`src/design/php_pkg.sv`:
```
// Shared types, constants and helpers of the PES header parser.
package php_pkg;

  // Fixed field widths of the stream payloads.
  localparam int BYTE_W      = 8;
  localparam int PID_W       = 13;
  localparam int PTS_W       = 33;
  localparam int PTS_RAW_W   = 40;
  localparam int CNT_W       = 20;
  localparam int IN_TDATA_W  = 24;
  localparam int OUT_TDATA_W = 88;
  localparam int OUT_PAD_W   = 3;

  // Default sizes of the top level.
  localparam int COUNT_BITS_DEF  = 20;
  localparam int QUEUE_DEPTH_DEF = 4;

  // Byte offsets inside the PES header.
  localparam int POS_START_LAST = 2;
  localparam int POS_STREAM_ID  = 3;
  localparam int POS_MIN_LAST   = 5;
  localparam int POS_HELD_HI    = 6;
  localparam int POS_FLAGS      = 7;
  localparam int POS_HDR_LEN    = 8;
  localparam int POS_PTS_FIRST  = 9;
  localparam int POS_PTS_LAST   = 13;

  // Start code bytes and the PTS flag.
  localparam logic [BYTE_W-1:0] START_ZERO = 8'h00;
  localparam logic [BYTE_W-1:0] START_ONE  = 8'h01;
  localparam int                FLAG_PTS_BIT = 7;

  // Summary status codes.
  typedef enum logic [1:0] {
    ST_OK         = 2'd0,
    ST_SHORT      = 2'd1,
    ST_BAD_START  = 2'd2,
    ST_NO_PAYLOAD = 2'd3
  } status_t;

  // Result kinds, carried on tuser.
  typedef enum logic {
    KIND_PAYLOAD = 1'b0,
    KIND_SUMMARY = 1'b1
  } kind_t;

  // One queued command: up to two payload bytes, then an optional summary.
  typedef struct packed {
    logic [1:0]        nbytes;
    logic [BYTE_W-1:0] byte_a;
    logic [BYTE_W-1:0] byte_b;
    logic              summary;
    logic [PID_W-1:0]  pid;
    logic [BYTE_W-1:0] sid;
    logic [PTS_W-1:0]  pts;
    logic              pts_valid;
    logic [CNT_W-1:0]  cnt;
    status_t           status;
  } cmd_t;

  // Assemble the 33-bit timestamp from the five PTS bytes, marker bits dropped.
  function automatic logic [PTS_W-1:0] build_pts(input logic [PTS_RAW_W-1:0] raw);
    build_pts = {raw[35:33], raw[31:24], raw[23:17], raw[15:8], raw[7:1]};
  endfunction

endpackage

```
`src/design/pes_header_parser.sv`:
```
// Top level of the PES header parser: front end, command queue and result sequencer.
//
//  channel | dir | tdata (low bit up)                                    | tuser | tlast
//  s_*     | in  | data_byte[7:0], stream_pid[20:8], zero pad            |  -    | last_byte
//  m_*     | out | payload_byte, pid_out, sid, pts, pts_valid,           | kind  | last_result
//          |     | payload_count, status, zero pad                       |       |
//
// One input item is taken per cycle while the command queue has room.
// Each input yields zero to three output items, given one per cycle while m_tready is high;
// the held-byte flush at offset 7 gives three.
// The queue (QUEUE_DEPTH commands) lets the input keep flowing while the output stalls.
// Reset is synchronous and clears the packet state and the queue; no clearing pass.
module pes_header_parser #(
  parameter int COUNT_BITS  = php_pkg::COUNT_BITS_DEF,
  parameter int QUEUE_DEPTH = php_pkg::QUEUE_DEPTH_DEF
) (
  input  logic                             clk,
  input  logic                             rst,
  input  logic                             s_tvalid,
  output logic                             s_tready,
  input  logic [php_pkg::IN_TDATA_W-1:0]   s_tdata,   // data_byte, stream_pid
  input  logic                             s_tlast,
  output logic                             m_tvalid,
  input  logic                             m_tready,
  output logic [php_pkg::OUT_TDATA_W-1:0]  m_tdata,   // payload_byte, pid_out, sid,
                                                      // pts, pts_valid, payload_count, status
  output logic                             m_tuser,   // kind
  output logic                             m_tlast
);

  logic          push_valid;
  logic          push_ready;
  php_pkg::cmd_t push_cmd;
  logic          pop_valid;
  logic          pop_ready;
  php_pkg::cmd_t pop_cmd;

  // Header capture and command build.
  php_front #(
    .COUNT_BITS (COUNT_BITS)
  ) u_front (
    .clk        (clk),
    .rst        (rst),
    .s_tvalid   (s_tvalid),
    .s_tready   (s_tready),
    .s_tdata    (s_tdata),
    .s_tlast    (s_tlast),
    .push_valid (push_valid),
    .push_ready (push_ready),
    .push_cmd   (push_cmd)
  );

  // Decoupling queue.
  php_queue #(
    .DEPTH (QUEUE_DEPTH)
  ) u_queue (
    .clk        (clk),
    .rst        (rst),
    .push_valid (push_valid),
    .push_ready (push_ready),
    .push_cmd   (push_cmd),
    .pop_valid  (pop_valid),
    .pop_ready  (pop_ready),
    .pop_cmd    (pop_cmd)
  );

  // Result sequencing.
  php_back u_back (
    .clk       (clk),
    .rst       (rst),
    .pop_valid (pop_valid),
    .pop_ready (pop_ready),
    .pop_cmd   (pop_cmd),
    .m_tvalid  (m_tvalid),
    .m_tready  (m_tready),
    .m_tdata   (m_tdata),
    .m_tuser   (m_tuser),
    .m_tlast   (m_tlast)
  );

endmodule

```
`src/design/php_front.sv`:
```
// Front end: tracks the byte position, captures header fields, builds commands.
module php_front #(
  parameter int COUNT_BITS = php_pkg::COUNT_BITS_DEF
) (
  input  logic                               clk,
  input  logic                               rst,
  input  logic                               s_tvalid,
  output logic                               s_tready,
  input  logic [php_pkg::IN_TDATA_W-1:0]     s_tdata,
  input  logic                               s_tlast,
  output logic                               push_valid,
  input  logic                               push_ready,
  output php_pkg::cmd_t                      push_cmd
);

  localparam logic [COUNT_BITS-1:0] POS_MAX = {COUNT_BITS{1'b1}};

  logic [COUNT_BITS-1:0]             byte_position;
  logic                              start_code_bad;
  logic [php_pkg::BYTE_W-1:0]        captured_sid;
  logic [php_pkg::BYTE_W-1:0]        flags_byte;
  logic [php_pkg::BYTE_W-1:0]        header_len_byte;
  logic [php_pkg::PTS_RAW_W-1:0]     pts_bytes;
  logic [php_pkg::BYTE_W-1:0]        held_hi;
  logic [COUNT_BITS-1:0]             payload_counter;

  logic [php_pkg::BYTE_W-1:0]        b;
  logic [php_pkg::PID_W-1:0]         pid;
  logic                              accept;
  logic                              bad_next;
  logic                              pay_now;
  logic                              in_pts;
  logic [php_pkg::PTS_RAW_W-1:0]     pts_bytes_next;
  logic [COUNT_BITS-1:0]             pos_off;
  logic [1:0]                        nbytes;
  logic [COUNT_BITS:0]               cnt_sum;
  logic [COUNT_BITS-1:0]             counter_next;
  logic [COUNT_BITS+php_pkg::CNT_W-1:0] cnt_ext;
  logic                              is_short;
  logic                              held_ok;
  php_pkg::cmd_t                     cmd;

  assign b      = s_tdata[php_pkg::BYTE_W-1:0];
  assign pid    = s_tdata[php_pkg::BYTE_W +: php_pkg::PID_W];
  assign accept = s_tvalid && s_tready;

  assign s_tready = push_ready;

  // Classify the byte and work out the command it causes.
  always_comb begin
    bad_next = start_code_bad;
    if (byte_position < COUNT_BITS'(php_pkg::POS_START_LAST)) begin
      if (b != php_pkg::START_ZERO) bad_next = 1'b1;
    end else if (byte_position == COUNT_BITS'(php_pkg::POS_START_LAST)) begin
      if (b != php_pkg::START_ONE) bad_next = 1'b1;
    end

    in_pts = (byte_position >= COUNT_BITS'(php_pkg::POS_PTS_FIRST)) &&
             (byte_position <= COUNT_BITS'(php_pkg::POS_PTS_LAST));
    pts_bytes_next = in_pts ? {pts_bytes[php_pkg::PTS_RAW_W-php_pkg::BYTE_W-1:0], b}
                            : pts_bytes;

    pos_off = byte_position - COUNT_BITS'(php_pkg::POS_PTS_FIRST);
    pay_now = (byte_position >= COUNT_BITS'(php_pkg::POS_PTS_FIRST)) && !bad_next &&
              (pos_off >= COUNT_BITS'(header_len_byte));

    is_short = byte_position < COUNT_BITS'(php_pkg::POS_MIN_LAST);
    held_ok  = s_tlast && !is_short && !bad_next;

    cmd           = '0;
    cmd.pid       = pid;
    cmd.summary   = s_tlast;
    cmd.status    = php_pkg::ST_OK;
    nbytes        = {1'b0, pay_now};
    cmd.byte_a    = b;
    cmd.byte_b    = b;
    // Held header bytes are flushed as payload when the packet ends early.
    if (held_ok && byte_position == COUNT_BITS'(php_pkg::POS_HELD_HI)) begin
      nbytes = 2'd1;
    end else if (held_ok && byte_position == COUNT_BITS'(php_pkg::POS_FLAGS)) begin
      nbytes     = 2'd2;
      cmd.byte_a = held_hi;
    end
    cmd.nbytes = nbytes;

    // Saturating payload count after this byte's emits.
    cnt_sum      = {1'b0, payload_counter} + (COUNT_BITS+1)'(nbytes);
    counter_next = cnt_sum[COUNT_BITS] ? POS_MAX : cnt_sum[COUNT_BITS-1:0];
    cnt_ext      = {{php_pkg::CNT_W{1'b0}}, counter_next};

    if (is_short) begin
      cmd.status = php_pkg::ST_SHORT;
    end else if (bad_next) begin
      cmd.status = php_pkg::ST_BAD_START;
    end else if (s_tlast) begin
      cmd.sid = captured_sid;
      if (flags_byte[php_pkg::FLAG_PTS_BIT] &&
          byte_position >= COUNT_BITS'(php_pkg::POS_PTS_LAST)) begin
        cmd.pts_valid = 1'b1;
        cmd.pts       = php_pkg::build_pts(pts_bytes_next);
      end
      cmd.cnt    = cnt_ext[php_pkg::CNT_W-1:0];
      cmd.status = (counter_next == '0) ? php_pkg::ST_NO_PAYLOAD : php_pkg::ST_OK;
    end
  end

  assign push_valid = accept && (s_tlast || nbytes != 2'd0);
  assign push_cmd   = cmd;

  // Packet state: captured on each accepted item, cleared after the last one.
  always_ff @(posedge clk) begin
    if (rst || (accept && s_tlast)) begin
      byte_position      <= '0;
      start_code_bad     <= 1'b0;
      captured_sid       <= '0;
      flags_byte         <= '0;
      header_len_byte    <= '0;
      pts_bytes          <= '0;
      held_hi            <= '0;
      payload_counter    <= '0;
    end else if (accept) begin
      start_code_bad  <= bad_next;
      pts_bytes       <= pts_bytes_next;
      payload_counter <= counter_next;
      if (byte_position != POS_MAX) byte_position <= byte_position + 1'b1;
      if (byte_position == COUNT_BITS'(php_pkg::POS_STREAM_ID)) captured_sid <= b;
      if (byte_position == COUNT_BITS'(php_pkg::POS_HELD_HI)) held_hi <= b;
      if (byte_position == COUNT_BITS'(php_pkg::POS_FLAGS)) flags_byte <= b;
      if (byte_position == COUNT_BITS'(php_pkg::POS_HDR_LEN)) header_len_byte <= b;
    end
  end

  // A queued command always yields at least one result.
  a_cmd_nonempty: assert property (@(posedge clk) disable iff (rst)
    push_valid |-> (push_cmd.summary || push_cmd.nbytes != 2'd0))
    else $error("front pushed a command with no results");

  // The end of a packet returns the position to the start.
  a_pos_clear: assert property (@(posedge clk) disable iff (rst)
    (accept && s_tlast) |=> (byte_position == '0 && payload_counter == '0))
    else $error("packet state not cleared after the last byte");

  // Payload bytes never come out of a packet with a bad start code.
  a_bad_no_payload: assert property (@(posedge clk) disable iff (rst)
    (push_valid && push_cmd.status == php_pkg::ST_BAD_START) |-> push_cmd.nbytes == 2'd0)
    else $error("payload emitted after a bad start code");

endmodule

```
`src/design/php_queue.sv`:
```
// Short command queue between the front end and the result sequencer.
module php_queue #(
  parameter int DEPTH = php_pkg::QUEUE_DEPTH_DEF
) (
  input  logic          clk,
  input  logic          rst,
  input  logic          push_valid,
  output logic          push_ready,
  input  php_pkg::cmd_t push_cmd,
  output logic          pop_valid,
  input  logic          pop_ready,
  output php_pkg::cmd_t pop_cmd
);

  localparam int PTR_W = $clog2(DEPTH);
  localparam int CNT_W = $clog2(DEPTH + 1);
  localparam logic [PTR_W-1:0] PTR_LAST = PTR_W'(DEPTH - 1);
  localparam logic [CNT_W-1:0] CNT_FULL = CNT_W'(DEPTH);

  php_pkg::cmd_t    entries [DEPTH];
  logic [PTR_W-1:0] wr_ptr;
  logic [PTR_W-1:0] rd_ptr;
  logic [CNT_W-1:0] count;
  logic             do_push;
  logic             do_pop;

  assign push_ready = (count != CNT_FULL);
  assign pop_valid  = (count != '0);
  assign pop_cmd    = entries[rd_ptr];
  assign do_push    = push_valid && push_ready;
  assign do_pop     = pop_valid && pop_ready;

  // Storage needs no reset.
  always_ff @(posedge clk) begin
    if (do_push) entries[wr_ptr] <= push_cmd;
  end

  // Pointers and fill count.
  always_ff @(posedge clk) begin
    if (rst) begin
      wr_ptr <= '0;
      rd_ptr <= '0;
      count  <= '0;
    end else begin
      if (do_push) wr_ptr <= (wr_ptr == PTR_LAST) ? '0 : wr_ptr + 1'b1;
      if (do_pop)  rd_ptr <= (rd_ptr == PTR_LAST) ? '0 : rd_ptr + 1'b1;
      if (do_push && !do_pop) count <= count + 1'b1;
      else if (do_pop && !do_push) count <= count - 1'b1;
    end
  end

  a_count_range: assert property (@(posedge clk) disable iff (rst) count <= CNT_FULL)
    else $error("queue count beyond depth");

  a_count_step: assert property (@(posedge clk) disable iff (rst)
    (do_push && !do_pop) |=> count == $past(count) + 1'b1)
    else $error("queue count did not follow a push");

endmodule

```
`src/design/php_back.sv`:
```
// Back end: expands each queued command into its payload and summary items.
module php_back (
  input  logic                               clk,
  input  logic                               rst,
  input  logic                               pop_valid,
  output logic                               pop_ready,
  input  php_pkg::cmd_t                      pop_cmd,
  output logic                               m_tvalid,
  input  logic                               m_tready,
  output logic [php_pkg::OUT_TDATA_W-1:0]    m_tdata,
  output logic                               m_tuser,
  output logic                               m_tlast
);

  logic [1:0]                 idx;
  logic [1:0]                 total;
  logic                       is_payload;
  logic                       is_final;
  logic                       out_acc;
  logic [php_pkg::BYTE_W-1:0] pbyte;
  php_pkg::cmd_t              fields;

  assign total      = pop_cmd.nbytes + {1'b0, pop_cmd.summary};
  assign is_payload = idx < pop_cmd.nbytes;
  assign is_final   = (idx == total - 2'd1);
  assign out_acc    = m_tvalid && m_tready;

  // Pick the fields of the current item of the head command.
  always_comb begin
    fields = '0;
    pbyte  = '0;
    fields.pid = pop_cmd.pid;
    if (is_payload) begin
      pbyte = (idx == 2'd0) ? pop_cmd.byte_a : pop_cmd.byte_b;
    end else begin
      fields = pop_cmd;
    end
  end

  assign m_tvalid  = pop_valid;
  assign m_tlast   = is_final;
  assign m_tuser   = is_payload ? php_pkg::KIND_PAYLOAD : php_pkg::KIND_SUMMARY;
  assign m_tdata   = {{php_pkg::OUT_PAD_W{1'b0}}, fields.status, fields.cnt,
                      fields.pts_valid, fields.pts, fields.sid, fields.pid, pbyte};
  assign pop_ready = m_tready && is_final;

  // Item index within the head command.
  always_ff @(posedge clk) begin
    if (rst) begin
      idx <= '0;
    end else if (out_acc) begin
      idx <= is_final ? 2'd0 : idx + 2'd1;
    end
  end

  a_idx_range: assert property (@(posedge clk) disable iff (rst)
    pop_valid |-> idx < total)
    else $error("item index beyond the command's results");

endmodule

```
`config.mk`:
```
export PLATFORM = sky130hd
export DESIGN_NAME = pes_header_parser
export DESIGN_NICKNAME = d
export VERILOG_FILES = /design/src/design/php_pkg.sv /design/src/design/pes_header_parser.sv /design/src/design/php_front.sv /design/src/design/php_queue.sv /design/src/design/php_back.sv
export SDC_FILE = /design/constraint.sdc
export NUM_CORES = 1
export LEC_CHECK = 0
export ABC_AREA = 1
export CORE_MARGIN = 2
export CORE_UTILIZATION = 40
export DETAILED_ROUTE_END_ITERATION = 8
export DONT_BUFFER_PORTS = 1
export GPL_TIMING_DRIVEN = 0
export PLACE_DENSITY = 0.6
export SYNTH_ARGS = -nofsm -noshare
export SYNTH_HDL_FRONTEND = slang
export SYNTH_SLANG_ARGS = --single-unit
```
`constraint.sdc`:
```
create_clock -name clk -period 8.96 [get_ports clk]
set_input_delay 1.792 -clock clk [delete_from_list [all_inputs] [get_ports clk]]
set_output_delay 1.792 -clock clk [all_outputs]
set_load 0.01 [all_outputs]
```
# Word-level counts from Yosys, hierarchy flattened

Memory sizes are Yosys's and may differ from the RTL's. A register that Yosys moved wholly into a read port is not among the register bits.
Cells that the tools add are included.

Memories: 1
Output and inout bits: 92
Word-level logic and storage cells: 107
Bits in writable memories: 384
Register bits: 118
Bits of input ports: 29

Muxes and demuxes: 30
Eq/ne operators: 11
Reductions and logical operators: 35
Add/sub/neg operators: 10
Magnitude comparators: 7

Memory list:

| name            | depth | width | rd ports | clocked after Yosys merged registers in | write ports | line            | source |
|---|---|---|---|---|---|---|---|
| u_queue.entries | 4     | 96    | 1        | 1                                       | 1           | php_queue.sv:20 | `php_pkg::cmd_t entries [DEPTH];` |

Operators by type and width:

| cell                                                                               | count |
|---|---|
| 64-bit 2-to-1 mux                                                                  | 2 |
| 62-bit 2-to-1 mux                                                                  | 2 |
| 20-bit by 2-bit == test with 1-bit output (second input constant)                  | 2 |
| 20-bit by 3-bit == test with 1-bit output (second input constant)                  | 2 |
| 20-bit by 4-bit >= comparator with 1-bit output (second input constant)            | 2 |
| 36-bit 2-to-1 mux                                                                  | 1 |
| 34-bit 2-to-1 mux                                                                  | 1 |
| 8-bit 2-to-1 mux                                                                   | 4 |
| 20-bit by 2-bit adder with 21-bit output                                           | 1 |
| 20-bit by 1-bit adder with 20-bit output (second input constant)                   | 1 |
| 20-bit by 4-bit == test with 1-bit output (second input constant)                  | 1 |
| 20-bit by 8-bit >= comparator with 1-bit output                                    | 1 |
| 20-bit by 4-bit less-or-equal comparator with 1-bit output (second input constant) | 1 |
| 20-bit logical NOT                                                                 | 1 |
| 20-bit by 2-bit less-than comparator with 1-bit output (second input constant)     | 1 |
| 20-bit by 3-bit less-than comparator with 1-bit output (second input constant)     | 1 |
| 2-bit 2-to-1 mux                                                                   | 10 |
| 20-bit 2-to-1 mux                                                                  | 1 |
| 20-bit != test (second input constant)                                             | 1 |
| 20-bit by 4-bit subtractor with 20-bit output (second input constant)              | 1 |
| 1-bit logical AND                                                                  | 17 |
| 2-bit AND reduction                                                                | 6 |
| 8-bit by 1-bit != test with 1-bit output (second input constant)                   | 1 |
| 8-bit nonzero test                                                                 | 1 |
| other kinds (16)                                                                   | 31 |

# Logic depth before layout (Yosys ltp)

Word-level depth: 17
Mapped depth: 32
Mapped depth without buffers: 31

# Cells and area by module

From an unflattened synthesis, not the netlist that was laid out.

Cell total of the unflattened synthesis: 2253
Area, all modules: 22728.0 um2

Modules (own cells, without submodules):

| module    | area each (um2) | cells each | times used | sequential area each (um2) |
|---|---|---|---|---|
| php_queue | 14772.9         | 997        | 1          | 11711.2 |
| php_front | 6900.4          | 1040       | 1          | 2021.9 |
| php_back  | 1054.8          | 216        | 1          | 40.0 |

# Worst setup path before layout

No wires, ideal clock.

Kind: input port to flip-flop
From: in s_tvalid
To: mem u_queue.entries[0][0] in the netlist's numbering, enable pin
Arrival: 6.788 ns
Library setup time: 0.552 ns
Cell stages on the path: 7
Buffers on the path: 3
Setup slack: 1.620 ns
Required time: 8.408 ns
Path through: nand2_1 > buf_2 > inv_1 > clkbuf_1 > clkbuf_1 > nand2_1 > nor2_1

Word-level cells in the longest chain between the ends: 5

Ends and longest elaborated chain:

| item                                   | line                    | source |
|---|---|---|
| from (decl)                            | pes_header_parser.sv:19 | `input logic s_tvalid,` |
| 1-bit logical AND                      | php_front.sv:45         | `assign accept = s_tvalid && s_tready;` |
| 1-bit logical AND                      | php_front.sv:107        | `assign push_valid = accept && (s_tlast \|\| nbytes != 2'd0);` |
| 1-bit logical AND                      | php_queue.sv:30         | `assign do_push = push_valid && push_ready;` |
| 1-bit 2-to-1 mux                       | php_queue.sv:35         | `if (do_push) entries[wr_ptr] <= push_cmd;` |
| 1-bit 2-to-1 mux (implied by the code) | php_queue.sv:35         |  |
| to (decl)                              | php_queue.sv:20         |  |

Every way passes these cells.

==> metrics.cfg <==
[status]
outcome=finished, final reports clean

[worst_setup_path]
crit_arrival_ns=4.02
path_class=reg2out
cp-end-kind=output pin
reg2reg_depth=25
startpoint_type=flip-flop
critPathRequiredTime_ns=7.17
critPathMaxFanout=10

[clock_tree]
clockBufferDepth=3
cts_inserted_buffers=52
clock_latency_ns=0.61
cts_sinks=496
h-tree-depth=2
clkTransAtPathRegs_ns=0.06
post_cts_resized=0
cts_tree=built
hold_buffers=0
cts_setup_buffers=0
root_buffer=clkbuf_16

[sta]
fmaxAchievable_ghz=0.172
setup_violations=0
slew_viol_final=0
rsz0062_at_grt=no
period_needed_ns=5.81
setup_slack_ns=3.15
report.final.hold_viol_count=0
finalSetupTns_ns=0
finClkSkew_ns=0.0190
slew_headroom=0.369
min_period_over_period=0.648
worst_pin_slew_ns=0.947

[placed_design]
gp_congestion=0.880
io_buffers=0
placed_area_um2=23000
hpwlAfterDp_mm=41.8
dp_slack_ns=3.11

[layout]
postLayoutCellArea_um2=24700
layout.nets=2304
syn_to_final_growth_pct=13.7
drive_gt1_frac=0.0693
diodes=0

[detailed_routing]
drc=0
num_vias=16000
routed_wl_mm=60.5
ant_nets=0
viasPerCell=5.35
drt-initial-drc-count=1251
wl_per_cell_um=20.2
drtPass1Iterations=6

[yosys]
netlist_area_um2=21700
yosysMostFrequentCell=nor2_1
yosys_warnings=0
synth-seq-area-share=0.634
ys.flop_type=edfxtp_1
yosysTopAreaCell=edfxtp_1
syn_avg_cell_area_um2=9.98
async_flop_share=0
ys_ff_latch=496
synth.distinct_cells=51
synthTopCellsByCount=nor2_1, edfxtp_1, nand2_1, o21ai_0, inv_1
synth_top_area_frac=0.531
synth.area.top_cells=edfxtp_1, dfxtp_1, nor2_1
synthCells=2177
synth_edf_count=384

[pwr]
power_per_cell_area_nw_per_um2=286
power.total_w=0.00707
leakage_nw=8.75
peakVddDrop_v=0.000162

[global_routing]
gr-total-overflow=0
first_global_vias=15600
grt_util_all_layers=0.214
grt_max_degree=28
antenna_found_initial=0
grt_pass1_wl_mm=92.7

[die]
io_pins=121
die_area_um2=56200
rows=85
dieWidth_um=237
core-area_um2=53800
start_util=0.404
die_h_um=237

[worst_hold_path]
hp-class=reg2reg
hold_path_depth=2

[flow_run]
cap_violations=0

-- layout make-up --
cell class                      instances  area (um2)
Sequential cell                       496       13800
Timing Repair Buffer                   17         385
Clock inverter                         21         210
Multi-Input combinational cell       1396        6830
Buffer                                121         544
Clock buffer                           77        1470
Fill cell                            4966       29100
Inverter                              166         624
Tap cell                              696         871
-- flip-flops by register name, indices dropped and copies added (netlist names), 2 cells and up, named ones only --
| signal | flops |
|---|---|
| u_back.idx | 2 |
| u_front.byte_position | 20 |
| u_front.captured_sid | 8 |
| u_front.header_len_byte | 8 |
| u_front.held_hi | 8 |
| u_front.payload_counter | 20 |
| u_front.pts_bytes | 35 |
| u_queue.count | 3 |
| u_queue.entries | 384 |
| u_queue.rd_ptr | 2 |
| u_queue.wr_ptr | 2 |
-- placed cells by master (no fill, tap or decap), types with 8 or more instances in the layout --
cell type	n
buf_2	15
nand4_1	18
nand2_1	244
buf_1	14
inv_1	156
buf_4	9
a21oi_1	151
a32o_1	10
clkbuf_16	52
clkinv_2	10
buf_12	11
edfxtp_1	384
xor2_1	18
nand3_1	58
o21ai_0	235
ha_1	23
clkbuf_1	96
nor2_1	477
nor3_1	15
o211ai_1	10
o22ai_1	13
dfxtp_1	112
a22oi_1	8
a211oi_1	58
-- path summary, 6_finish.rpt --
path | start | endpoint | slack, ns
max reg2reg | u_front.byte_position[0]$_SDFFE_PP0P_ | u_queue.entries[2][14]$_DFFE_PP_ | 3.16
max | flip-flop | m_tdata[68] | 3.15
min | u_front.header_len_byte[3]$_SDFFE_PP0P_ | u_front.header_len_byte[3]$_SDFFE_PP0P_ | 0.46
min reg2reg | u_front.header_len_byte[3]$_SDFFE_PP0P_ | u_front.header_len_byte[3]$_SDFFE_PP0P_ | 0.46
-- kinds of logic after synthesis --
family	Yosys count	synth area share
simple gates	846	0.160
compound gates	503	0.130
flops	496	0.634
buf+inv	287	0.0538
fa+ha+maj	25	0.0151
xor+xnor	19	0.00766
other cells	1	0.000173
-- critical path: stages (launching register included) --
cell      delay (ns)
dfxtp_1         0.34
inv_1           0.09
clkbuf_1        0.66
nand2_1         0.12
a32o_1          0.29
ha_1            0.27
o21ai_0         0.07
inv_1           0.05
nor2_1          0.18
clkbuf_1        0.74
buf_2           0.41
a21oi_1         0.20
-- where the power goes --
group	switching (W)	internal [W]	total (W)
Clock	0.000899	0.00122	0.00212
Combinational	0.00176	0.000557	0.00231
Sequential	0.0000512	0.00258	0.00263
-- metal layers --
metal	GRT usage	up-vias	routed length, um
li1	-	7659	-
met1	0.278	7734	25700
met2	0.364	480	29200
met3	0.0400	110	3740
met4	0.0673	0	1910
met5	0	-	0
-- metrics by stage --
stage | hold WS (ns) | util | instances
floorplan | 0.428 | - | 2179
global placement | 0.448 | 0.420 | 2875
detailed placement | 0.446 | 0.428 | 2892
CTS | 0.467 | 0.459 | 2990
global route | 0.495 | 0.459 | 2990
finish | 0.462 | 0.459 | 2990
Power figures use the tool's default switching activity.
